<file path="src/design/feathered_rect_heightmap_splat_defines.svh">
// assertion macros shared by the heightmap splat rtl
// no dependencies; include by bare file name
`ifndef FEATHERED_RECT_HEIGHTMAP_SPLAT_DEFINES_SVH
`define FEATHERED_RECT_HEIGHTMAP_SPLAT_DEFINES_SVH

// same-cycle implication
`define FRHS_ASSERT_IMP(lbl, clk, rst_n, ante, cons) \
    lbl: assert property (@(posedge clk) disable iff (!(rst_n)) (ante) |-> (cons)) \
        else $error("frhs assertion failed");

// next-cycle implication
`define FRHS_ASSERT_NXT(lbl, clk, rst_n, ante, cons) \
    lbl: assert property (@(posedge clk) disable iff (!(rst_n)) (ante) |=> (cons)) \
        else $error("frhs assertion failed");

`endif

</file>
<file path="src/design/frhs_pkg.sv">
// shared constants and types for the heightmap splat block
// no dependencies
`timescale 1ns / 1ps
`default_nettype none

package frhs_pkg;

    localparam int MAX_COLS   = 64;
    localparam int MAX_ROWS   = 64;
    localparam int DEPTH      = MAX_COLS * MAX_ROWS;
    localparam int ADDR_W     = $clog2(DEPTH);
    localparam int DIM_W      = 7;
    localparam int CR_W       = 6;
    localparam int DIV_W      = 22;
    localparam int QUO_W      = 16;

    localparam logic [DIM_W-1:0] MAX_COLS_D = DIM_W'(MAX_COLS);
    localparam logic [DIM_W-1:0] MAX_ROWS_D = DIM_W'(MAX_ROWS);
    localparam logic [DIM_W-1:0] MIN_DIM    = DIM_W'(2);

    localparam logic [13:0] RELIEF_HEADING = 14'd6554;
    localparam logic [13:0] RELIEF_GROUND  = 14'd15729;
    localparam logic [16:0] ONE_Q16        = 17'd65536;
    localparam logic [17:0] THREE_Q16      = 18'd196608;

    localparam logic [1:0] OP_WRITE = 2'd0;
    localparam logic [1:0] OP_SPLAT = 2'd1;
    localparam logic [1:0] OP_READ  = 2'd2;
    localparam logic [1:0] OP_NONE  = 2'd3;

    localparam logic [2:0] CFG_COLS    = 3'd0;
    localparam logic [2:0] CFG_ROWS    = 3'd1;
    localparam logic [2:0] CFG_FEATH_U = 3'd2;
    localparam logic [2:0] CFG_FEATH_V = 3'd3;
    localparam logic [2:0] CFG_SCALE   = 3'd4;

    typedef struct packed {
        logic busy;
        logic done;
    } t_div_stat;

endpackage

`default_nettype wire

</file>
<file path="src/design/frhs_div.sv">
// radix-2 restoring divider, one quotient bit per cycle
// depends on frhs_pkg; expects numerator below denominator
`timescale 1ns / 1ps
`default_nettype none

module frhs_div import frhs_pkg::*; (
    input  wire logic             i_clk,
    input  wire logic             i_rst_n,
    input  wire logic             i_start,
    input  wire logic [DIV_W-1:0] i_num,
    input  wire logic [DIV_W-1:0] i_den,
    output t_div_stat             o_stat,
    output logic      [QUO_W-1:0] o_quo
);

    logic                      r_busy;
    logic                      r_done;
    logic [$clog2(QUO_W)-1:0]  r_cnt;
    logic [DIV_W-1:0]          r_rem;
    logic [DIV_W-1:0]          r_den;
    logic [QUO_W-1:0]          r_quo;
    logic [DIV_W:0]            w_rem2;
    logic [DIV_W:0]            w_sub;
    logic                      w_ge;

    always_comb begin
        w_rem2 = {r_rem, 1'b0};
        w_ge   = w_rem2 >= {1'b0, r_den};
        w_sub  = w_rem2 - {1'b0, r_den};
    end

    always_ff @(posedge i_clk) begin
        if (!i_rst_n) begin
            r_busy <= 1'b0;
            r_done <= 1'b0;
            r_cnt  <= '0;
        end else begin
            r_done <= 1'b0;
            if (i_start) begin
                r_busy <= 1'b1;
                r_cnt  <= '0;
                r_rem  <= i_num;
                r_den  <= i_den;
                r_quo  <= '0;
            end else if (r_busy) begin
                r_rem <= w_ge ? w_sub[DIV_W-1:0] : w_rem2[DIV_W-1:0];
                r_quo <= {r_quo[QUO_W-2:0], w_ge};
                r_cnt <= r_cnt + 1'b1;
                if (r_cnt == $clog2(QUO_W)'(QUO_W - 1)) begin
                    r_busy <= 1'b0;
                    r_done <= 1'b1;
                end
            end
        end
    end

    assign o_stat.busy = r_busy;
    assign o_stat.done = r_done;
    assign o_quo       = r_quo;

endmodule

`default_nettype wire

</file>
<file path="config.mk">
export PLATFORM = sky130hd
export DESIGN_NAME = frhs_div
export DESIGN_NICKNAME = d
export VERILOG_FILES = /design/src/design/feathered_rect_heightmap_splat_defines.svh /design/src/design/frhs_pkg.sv /design/src/design/frhs_div.sv
export SDC_FILE = /design/constraint.sdc
export NUM_CORES = 1
export LEC_CHECK = 0
export ABC_AREA = 1
export BUFFER_PORTS_ARGS = -buffer_cell sky130_fd_sc_hd__buf_2
export CORE_UTILIZATION = 58
export DETAILED_ROUTE_END_ITERATION = 7
export PLACE_DENSITY = 0.81
export SYNTH_ARGS = -nofsm -noshare
export SYNTH_HDL_FRONTEND = slang
export SYNTH_SLANG_ARGS = --single-unit
</file>
<file path="constraint.sdc">
create_clock -name i_clk -period 2.5 [get_ports i_clk]
set_clock_uncertainty 0.15 [all_clocks]
set_input_delay 0.25 -clock i_clk [delete_from_list [all_inputs] [get_ports i_clk]]
set_output_delay 0.25 -clock i_clk [all_outputs]
set_load 0.03 [all_outputs]
</file>
==> flow_metrics.tcl, run 1 <==
set metrics [dict create \
    status "complete, no violations" \
    numCtsBuffers 9 \
    drtPass1Iterations 6 \
    die_x_um 89.50 \
    die_area_um2 8010 \
    avgSynthCellArea_um2 7.617 \
    io_buffers 64 \
    yosysTopAreaCellShare_pct 40.57 \
    rrSetupSlack_ns 0.12 \
    synthCells 583 \
    criticalPathCategory "reg -> reg" \
    ys_seq_area_share_pct 43.28 \
    cp-end-kind "flip-flop" \
    synth_ff_type "edfxtp_1" \
    grt_max_degree 39 \
    via_per_inst 5.262 \
    fin_crit_sh_pct 95.37 \
    slew_viol_final 0 \
    cts_buffer_depth 2 \
    postCtsSetupBuffers 0 \
    worst_r2r_path_depth 11 \
    critPathLaunch "r_rem[0]$_DFFE_PP_" \
    r2r_end "r_rem[20]$_DFFE_PP_" \
    final_nets 750 \
    ys_ff_latch 66 \
    clk_pin_slew_ns 0.08 \
    grt_pass1_vias 3822 \
    num_io_pins 65 \
    maxCapViolCount 0 \
    drt_wl_total_um 11360 \
    yosys.cell_count.top_type "nand2_1" \
    cts_tree "done" \
    power.density_nw_per_um2 667.9 \
    synthDistinctLibCells 35 \
    syn_nets 654 \
    rsz0062_at_grt "true" \
    synth_warnings 0 \
    critPathRequiredTime_ns 2.46 \
    grt_antenna_before_repair 0 \
    grt_pass1_wl_um 17860 \
    r2r-start "r_rem[0]$_DFFE_PP_" \
    holdPathEnd "r_rem[1]$_DFFE_PP_" \
    drc 0 \
    clock_latency_ns 0.35 \
    fmax_mhz 419.4 \
    drt_iter0_markers 351 \
    grt.overflow.total 0 \
    hold_path_class "in -> reg" \
    final.setup.worst_slack_ns 0.1158 \
    routedWlPerCell_um 14.51 \
    worst_ep_arrival_time_ns 2.34 \
    min-delay-start "i_num[1]" \
    cts-root-buf "clkbuf_8" \
    rows 31 \
    syn_to_final_growth_pct 23.87 \
    hold_viol_final 0 \
    fp.dieH_um 89.50 \
    cp_max_fo 3 \
    core_um2 7331 \
    maxSlewHeadroom_pct 47.41 \
    drt.antenna.violating_nets 0 \
    antenna_cells 0 \
    leakage_nw 2.697 \
    dp.final_hpwl_um 8333 \
    synth_edf_count 60 \
    place_ws_ns 0.08539 \
    routabilityCongestion 0.9280 \
    peakVddDrop_mv 0.5999 \
    yosys-top-cells-area "edfxtp_1 41%, nand2_1 18%, inv_1 7.8%" \
    synthTopCellsByCount "211 x nand2_1, 92 x inv_1, 60 x edfxtp_1" \
    setup_viol 0 \
    synth_area_um2 4441 \
    hold_depth 3 \
    dr_total_vias 4120 \
    startpoint_type "flip-flop" \
    drive_gt1_share_pct 19.88 \
    worstMarginPinSlew_ns 0.7879 \
    cts_sinks 66 \
    h-tree-depth 3 \
    layout_min_cycle_time_ns 2.384 \
    grt.total_usage_pct 30.36 \
    yosysTopAreaCell "edfxtp_1" \
    floorplan.initialDensity_pct 60.57 \
    hold_slack_ns 0.01854 \
    synth_async_sr_flop_share_pct 0 \
]
[placed cells by master (no fill, tap or decap), types with 2 or more instances in the layout]
master,count
a21oi_1,14
xor2_1,2
nor3_1,7
o21ai_1,2
a21oi_2,2
dfxtp_1,6
nand2_1,210
nor2_4,2
buf_4,9
clkbuf_8,9
nor2_2,4
nand4_1,5
buf_12,2
inv_1,92
nor2_1,46
nand3_1,31
buf_2,64
nand2_4,3
xnor2_1,7
nor4_1,2
inv_2,9
ha_1,9
dlygate4sd3_1,22
nand2_2,7
edfxtp_1,60
nand3_2,4
ha_4,10
nand3b_1,23
ha_2,4
o21ai_0,2
[worst max path at each step]
stage	slack [ns]	endpoint	depth (start not counted)
after floorplan	0.41	r_rem[18]$_DFFE_PP_	13
after global routing	-0.03	r_rem[5]$_DFFE_PP_	13
after CTS	0.07	r_rem[10]$_DFFE_PP_	13
after detailed placement	0.09	r_rem[10]$_DFFE_PP_	13
after global placement	0.15	r_rem[16]$_DFFE_PP_	13
final	0.12	r_rem[20]$_DFFE_PP_	11
[per-stage QoR]
step	area [µm²]	utilization (%)	std cells	power, mW	setup TNS [ns]
floorplan	4441	-	583	2.265	0
global placement	4910	66.97	745	2.562	0
detailed placement	4910	66.97	745	2.584	0
CTS	5343	72.88	783	3.584	0
global route	5500	75.03	783	3.872	-0.1282
finish	5500	75.03	783	3.673	0
[sequential cells by signal, summed over array words and instances, names as in the netlist]
name,flops
o_quo,16
r_busy,1
r_cnt,4
r_done,1
r_den,22
r_rem,22
[critical path, cell delays in order, from the launching register on]
cell and delay (ns):
edfxtp_1 0.47, fa_1 0.50, inv_1 0.11, nor2_1 0.05
nor2_1 0.19, buf_4 0.17, nand3b_1 0.15, nand3_1 0.10
nand2_1 0.07, nand3_2 0.07, nand2_1 0.08, nand2_1 0.05
[final cells by class]
cell class / instances / area (µm²)
clock buffer: 11 / 152.6
clock inverter: 5 / 60.06
fill: 546 / 1831
inverter: 101 / 379.1
multi-input combinational: 404 / 2215
sequential: 66 / 1922
tap: 99 / 123.9
timing repair buffer: 97 / 648.1
[power by group]
part | switching (mW) | total, mW | internal (mW)
Clock | 0.448 | 0.973 | 0.525
Combinational | 0.792 | 1.30 | 0.507
Sequential | 0.0637 | 1.40 | 1.34
Total | 1.30 | 3.67 | 2.37
[repair_timing]
item / in CTS / in global routing
resized for setup: 0 / 21
hold buffers: 22 / 0
endpoints found under the setup margin: 0 / 21
hold endpoints to repair: 22 / 0
[routing by layer]
metal | global-route usage, % | part of all wire (%)
met1 | 41.83 | 44
met2 | 47.40 | 45
met3 | 8.126 | 9.0
met4 | 8.369 | 1.7
met5 | 0 | 0
[cell families after synthesis]
| logic type | synth area share, % |
|---|---|
| fa+ha+maj | 6.932 |
| buf+inv | 10.40 |
| xor+xnor | 1.775 |
| flops | 43.28 |
| compound gates | 2.762 |
| simple gates | 34.86 |
No activity file was read; power rests on OpenSTA's default activity.
==> run 2, diff against run 1 <==
CORE_UTILIZATION = 27   (was 58)
PLACE_DENSITY = unset   (was 0.81)
==> run 2 against run 1 <==
  * Clock-buffer cell count fell by 2
  * Routed wire length rose by 5.4%
  * Power rose by 8.7%
  * Fmax rose by 2.4%
  * Hold slack improved by 0.0054 ns
  * Critical path depth rose by 2
  * Global-route usage fell by 15 points
  * Worst setup slack improved by 0.056 ns
  * Combinational power barely moved
  * First-iteration DRC count fell by 48%
  * Sequential share of layout area fell by 1.7 points
  * Critical endpoint is now r_rem[7]$_DFFE_PP_
==> flow_metrics.tcl, run 2 (synthesized netlist as in run 1, its figures left out) <==
set metrics [dict create \
    dr_total_vias 3928 \
    drc 0 \
    status "complete, no violations" \
    r2r_end "r_rem[7]$_DFFE_PP_" \
    grt_max_degree 25 \
    layoutNonFillerInstCount 905 \
    layout_min_cycle_time_ns 2.329 \
    die_x_um 130.2 \
    rows 46 \
    maxCapViolCount 0 \
    power.density_nw_per_um2 690.2 \
    core_um2 15940 \
    cts_tree "done" \
    numCtsBuffers 9 \
    dp.final_hpwl_um 8841 \
    criticalPathCategory "reg -> reg" \
    hold_path_class "in -> reg" \
    peakVddDrop_mv 0.2903 \
    io_buffers 64 \
    postCtsSetupBuffers 0 \
    drt.antenna.violating_nets 0 \
    cts_buffer_depth 2 \
    die_area_um2 16960 \
    maxSlewHeadroom_pct 69.21 \
    routabilityCongestion 0.8961 \
    worstMarginPinSlew_ns 0.4614 \
    setup_viol 0 \
    num_io_pins 65 \
    drt_iter0_markers 181 \
    rrSetupSlack_ns 0.17 \
    worst_ep_arrival_time_ns 2.27 \
    hold_viol_final 0 \
    clk_pin_slew_ns 0.06 \
    syn_to_final_growth_pct 30.26 \
    critPathRequiredTime_ns 2.44 \
    drive_gt1_share_pct 20.32 \
    grt_pass1_vias 3862 \
    drt_wl_total_um 11970 \
    fin_crit_sh_pct 93.14 \
    place_inst 866 \
    crit_end "r_rem[7]$_DFFE_PP_" \
    grt_pass1_wl_um 18980 \
    r2r-start "r_rem[3]$_DFFE_PP_" \
    cp-end-kind "flip-flop" \
    postLayoutCoreUtil_pct 36.28 \
    h-tree-depth 3 \
    cts_sinks 66 \
    fp.dieH_um 130.2 \
    slew_viol_final 0 \
    drtPass1Iterations 4 \
    cts-root-buf "clkbuf_16" \
    antenna_cells 0 \
    clock_latency_ns 0.35 \
    floorplan.initialDensity_pct 27.85 \
    final.setup.worst_slack_ns 0.1715 \
    final_cell_mix "211 x nand2_1, 92 x inv_1, 64 x buf_2, 60 x edfxtp_1, 45 x nor2_1" \
    fmax_mhz 429.5 \
    cp_max_fo 9 \
    routedWlPerCell_um 13.23 \
    grt_antenna_before_repair 0 \
    hold_slack_ns 0.02397 \
    leakage_nw 2.764 \
    via_per_inst 4.340 \
    final_nets 755 \
    grt.total_usage_pct 14.97 \
    fillers 1674 \
    startpoint_type "flip-flop" \
    critPathLaunch "r_rem[3]$_DFFE_PP_" \
    mostFrequentLayoutCell "nand2_1" \
    worst_r2r_path_depth 13 \
    tns_ns 0 \
    place_ws_ns 0.05788 \
    grt.overflow.total 0 \
]
run 2: cell types whose count changed in the layout (fill, tap and decap cells not counted), moves of 2 or more:
cell       previous run  this run
ha_2                  4         2
inv_6                 1         4
buf_6                 0         2
buf_4                 9        12
clkbuf_16             1         9
clkbuf_8              9         0
run 2: per-layer routing:
layer | GRT usage, % | wire (µm) | vias to the layer above
li1 | - | - | 2038
met1 | 19.21 | 5658 | 1796
met2 | 24.00 | 5485 | 79
met3 | 3.608 | 580 | 15
met4 | 6.224 | 244 | 0
met5 | 0 | 0 | -
run 2: layout make-up:
class,count,area (µm²),share of cell area [%]
Inverter,101,379.1,6.554
Tap cell,216,270.3,4.672
Clock buffer,9,225.2,3.894
Sequential cell,66,1922,33.23
Clock inverter,7,81.33,1.406
Timing Repair Buffer,102,683.2,11.81
Multi-Input combinational cell,404,2223,38.44
run 2: report_power, final:
group / leakage [nW] / internal [mW] / switching [mW]
sequential: 0.628 / 1.34 / 0.0626
clock: 0.147 / 0.787 / 0.524
combinational: 1.99 / 0.514 / 0.765
total: 2.76 / 2.64 / 1.35
run 2: critical path, cell delays in order (launching register included):
cell and delay [ns]:
edfxtp_1 0.44, ha_4 0.31, nand2_1 0.09, nor2_2 0.13, nand3_1 0.10, nand2_2 0.11, nand2_1 0.10, nand2_2 0.10
nand2_4 0.06, nand2_4 0.12, buf_12 0.15, nand2_1 0.06, nand3_1 0.06, nand2_1 0.07
run 2: repair_timing:
action,CTS,global route
setup endpoints to repair,0,21
hold buffers,23,0
gates resized for setup,0,23
hold endpoints to repair,23,0
run 2: how the worst min path moves through the flow:
stage | end | from | depth (start not counted)
2_1_floorplan | r_den[0]$_DFFE_PP_ | i_den[0] | 0
3_3_place_gp | r_den[17]$_DFFE_PP_ | i_den[17] | 1
3_5_place_dp | r_den[9]$_DFFE_PP_ | i_den[9] | 1
4_1_cts | r_rem[4]$_DFFE_PP_ | i_num[4] | 3
5_1_grt | r_rem[1]$_DFFE_PP_ | i_num[1] | 3
6_report | r_rem[15]$_DFFE_PP_ | i_num[15] | 3
run 2: metrics by stage:
step,area (µm²),total power [mW]
CTS,5610,3.955
finish,5784,3.992
global route,5784,4.248
detailed placement,5074,2.588
floorplan,4441,2.265
global placement,5074,2.578
==> run 3, diff against run 2 <==
==> constraint.sdc (replaced) <==
create_clock -name i_clk -period 2.5 [get_ports i_clk]
set_clock_uncertainty 0.15 [all_clocks]
set_input_delay 0.5 -clock i_clk [delete_from_list [all_inputs] [get_ports i_clk]]
set_output_delay 0.5 -clock i_clk [all_outputs]
set_load 0.03 [all_outputs]
==> run 3 against run 2 <==
  * Final area shrank 3.4%
  * Hold slack better by 0.16 ns
  * Critical path type unchanged
  * Sequential cell count unchanged
==> flow_metrics.tcl, run 3 (synthesized netlist as in run 1, its figures left out) <==
set metrics [dict create \
    tns_ns 0 \
    drt_iter0_markers 176 \
    hold_viol_final 0 \
    worstMarginPinSlew_ns 0.4483 \
    drive_gt1_share_pct 20.90 \
    grt_use_met1_pct 18.99 \
    critPathRequiredTime_ns 2.44 \
    rows 46 \
    cts_buffer_depth 2 \
    die_x_um 130.2 \
    final_nets 731 \
    design_area_um2 5588 \
    fin_crit_sh_pct 94.28 \
    dp.final_hpwl_um 9044 \
    routedWlPerCell_um 13.62 \
    holdPathEnd "r_den[2]$_DFFE_PP_" \
    slew_viol_final 0 \
    antenna_cells 0 \
    criticalPathCategory "reg -> reg" \
    hold_path_class "in -> reg" \
    final_cell_mix "211 x nand2_1, 92 x inv_1, 64 x buf_2, 60 x edfxtp_1, 45 x nor2_1" \
    fmax_mhz 424.3 \
    mostFrequentLayoutCell "nand2_1" \
    cp-end-kind "flip-flop" \
    rrSetupSlack_ns 0.14 \
    drt_wl_total_um 12000 \
    hold_slack_ns 0.1819 \
    core_um2 15940 \
    grt.overflow.total 0 \
    setup_viol 0 \
    startpoint_type "flip-flop" \
    io_buffers 64 \
    drc 0 \
    power.density_nw_per_um2 743.7 \
    floorplan.initialDensity_pct 27.85 \
    use_met3_pct 3.362 \
    cts_sinks 66 \
    status "complete, no violations" \
    layout_min_cycle_time_ns 2.357 \
    via_per_inst 4.360 \
    drtPass1Iterations 4 \
    numCtsBuffers 9 \
    maxSlewHeadroom_pct 70.11 \
    routabilityCongestion 0.9084 \
    grt.total_usage_pct 14.59 \
    rsz0062_at_grt "false" \
    worst_ep_arrival_time_ns 2.30 \
    grt_pass1_vias 3682 \
    use_met2_pct 23.69 \
    grt_pass1_wl_um 18510 \
    peakVddDrop_mv 0.3652 \
    die_area_um2 16960 \
    min-delay-start "i_den[2]" \
    clock_latency_ns 0.34 \
    cts_tree "done" \
    power_mw 4.155 \
    drt.antenna.violating_nets 0 \
    dr_total_vias 3841 \
    grt_max_degree 27 \
    h-tree-depth 3 \
    cts-root-buf "clkbuf_16" \
    maxCapViolCount 0 \
    r2r-start "r_rem[8]$_DFFE_PP_" \
    r2r_end "r_rem[9]$_DFFE_PP_" \
    clk_pin_slew_ns 0.06 \
    postLayoutCoreUtil_pct 35.05 \
    grt_antenna_before_repair 0 \
    busiest_layer "met2" \
    hold_depth 1 \
    placed_area_um2 5066 \
    syn_to_final_growth_pct 25.84 \
    fp.dieH_um 130.2 \
    cp_max_fo 9 \
    leakage_nw 2.684 \
    worst_r2r_path_depth 13 \
    num_io_pins 65 \
]
-- run 3: cell types whose count changed in the layout (fill, tap and decap cells not counted), sizes merged --
cell / change
inv: -2
buf: -1
clkinv: +1
bufinv: +2
dlygate4sd3: -23
clkinvlp: -1
-- run 3: where the power goes --
| group | internal (mW) | total, mW | switching, mW |
|---|---|---|---|
| Clock | 0.985 | 1.51 | 0.522 |
| Sequential | 1.34 | 1.40 | 0.0629 |
| Combinational | 0.488 | 1.25 | 0.759 |
-- run 3: critical path, cell delays in order (launching register included) --
cell	delay, ns
edfxtp_1	0.47
ha_4	0.34
nand2_1	0.12
inv_2	0.08
nand2_1	0.09
nor2_2	0.11
nand2_1	0.07
nor2_2	0.15
nor2_4	0.07
nand2_4	0.11
buf_6	0.15
nand2_1	0.06
nand3_1	0.08
nand2_1	0.05
-- run 3: timing repair --
action,CTS,global route
setup buffers,0,0
resized for setup,0,20
endpoints found under the setup margin,0,20
hold buffers,0,0
-- run 3: final cells by class --
type / count / area [µm²]
clock inverter: 7 / 125.1
inverter: 101 / 379.1
timing repair buffer: 78 / 445.4
sequential: 66 / 1922
multi-input combinational: 404 / 2221
fill: 1700 / 10350
clock buffer: 9 / 225.2
tap: 216 / 270.3
-- run 3: metrics by stage --
step           setup slack, ns  std cells
4_1_cts                0.08651        881
6_report                0.1431        881
2_1_floorplan           0.2477        583
3_5_place_dp            0.1188        865
3_3_place_gp           0.09340        865
5_1_grt               0.003633        881
-- run 3: worst max path at each step --
stage,from,endpoint,cells after the start
6_report,r_rem[8]$_DFFE_PP_,r_rem[9]$_DFFE_PP_,13
5_1_grt,r_rem[8]$_DFFE_PP_,r_rem[9]$_DFFE_PP_,13
4_1_cts,r_rem[8]$_DFFE_PP_,r_rem[9]$_DFFE_PP_,13
3_5_place_dp,r_rem[8]$_DFFE_PP_,r_rem[9]$_DFFE_PP_,13
3_3_place_gp,r_rem[8]$_DFFE_PP_,r_rem[17]$_DFFE_PP_,14
2_1_floorplan,i_start,o_quo[0]$_SDFFCE_PP0P_,3
-- run 3: layer usage --
| layer | up-vias | part of all wire [%] |
|---|---|---|
| met3 | 10 | 5.4 |
| met1 | 1748 | 48 |
| met5 | - | 0 |
| met2 | 89 | 46 |
| li1 | 1994 | - |
| met4 | 0 | 1.4 |
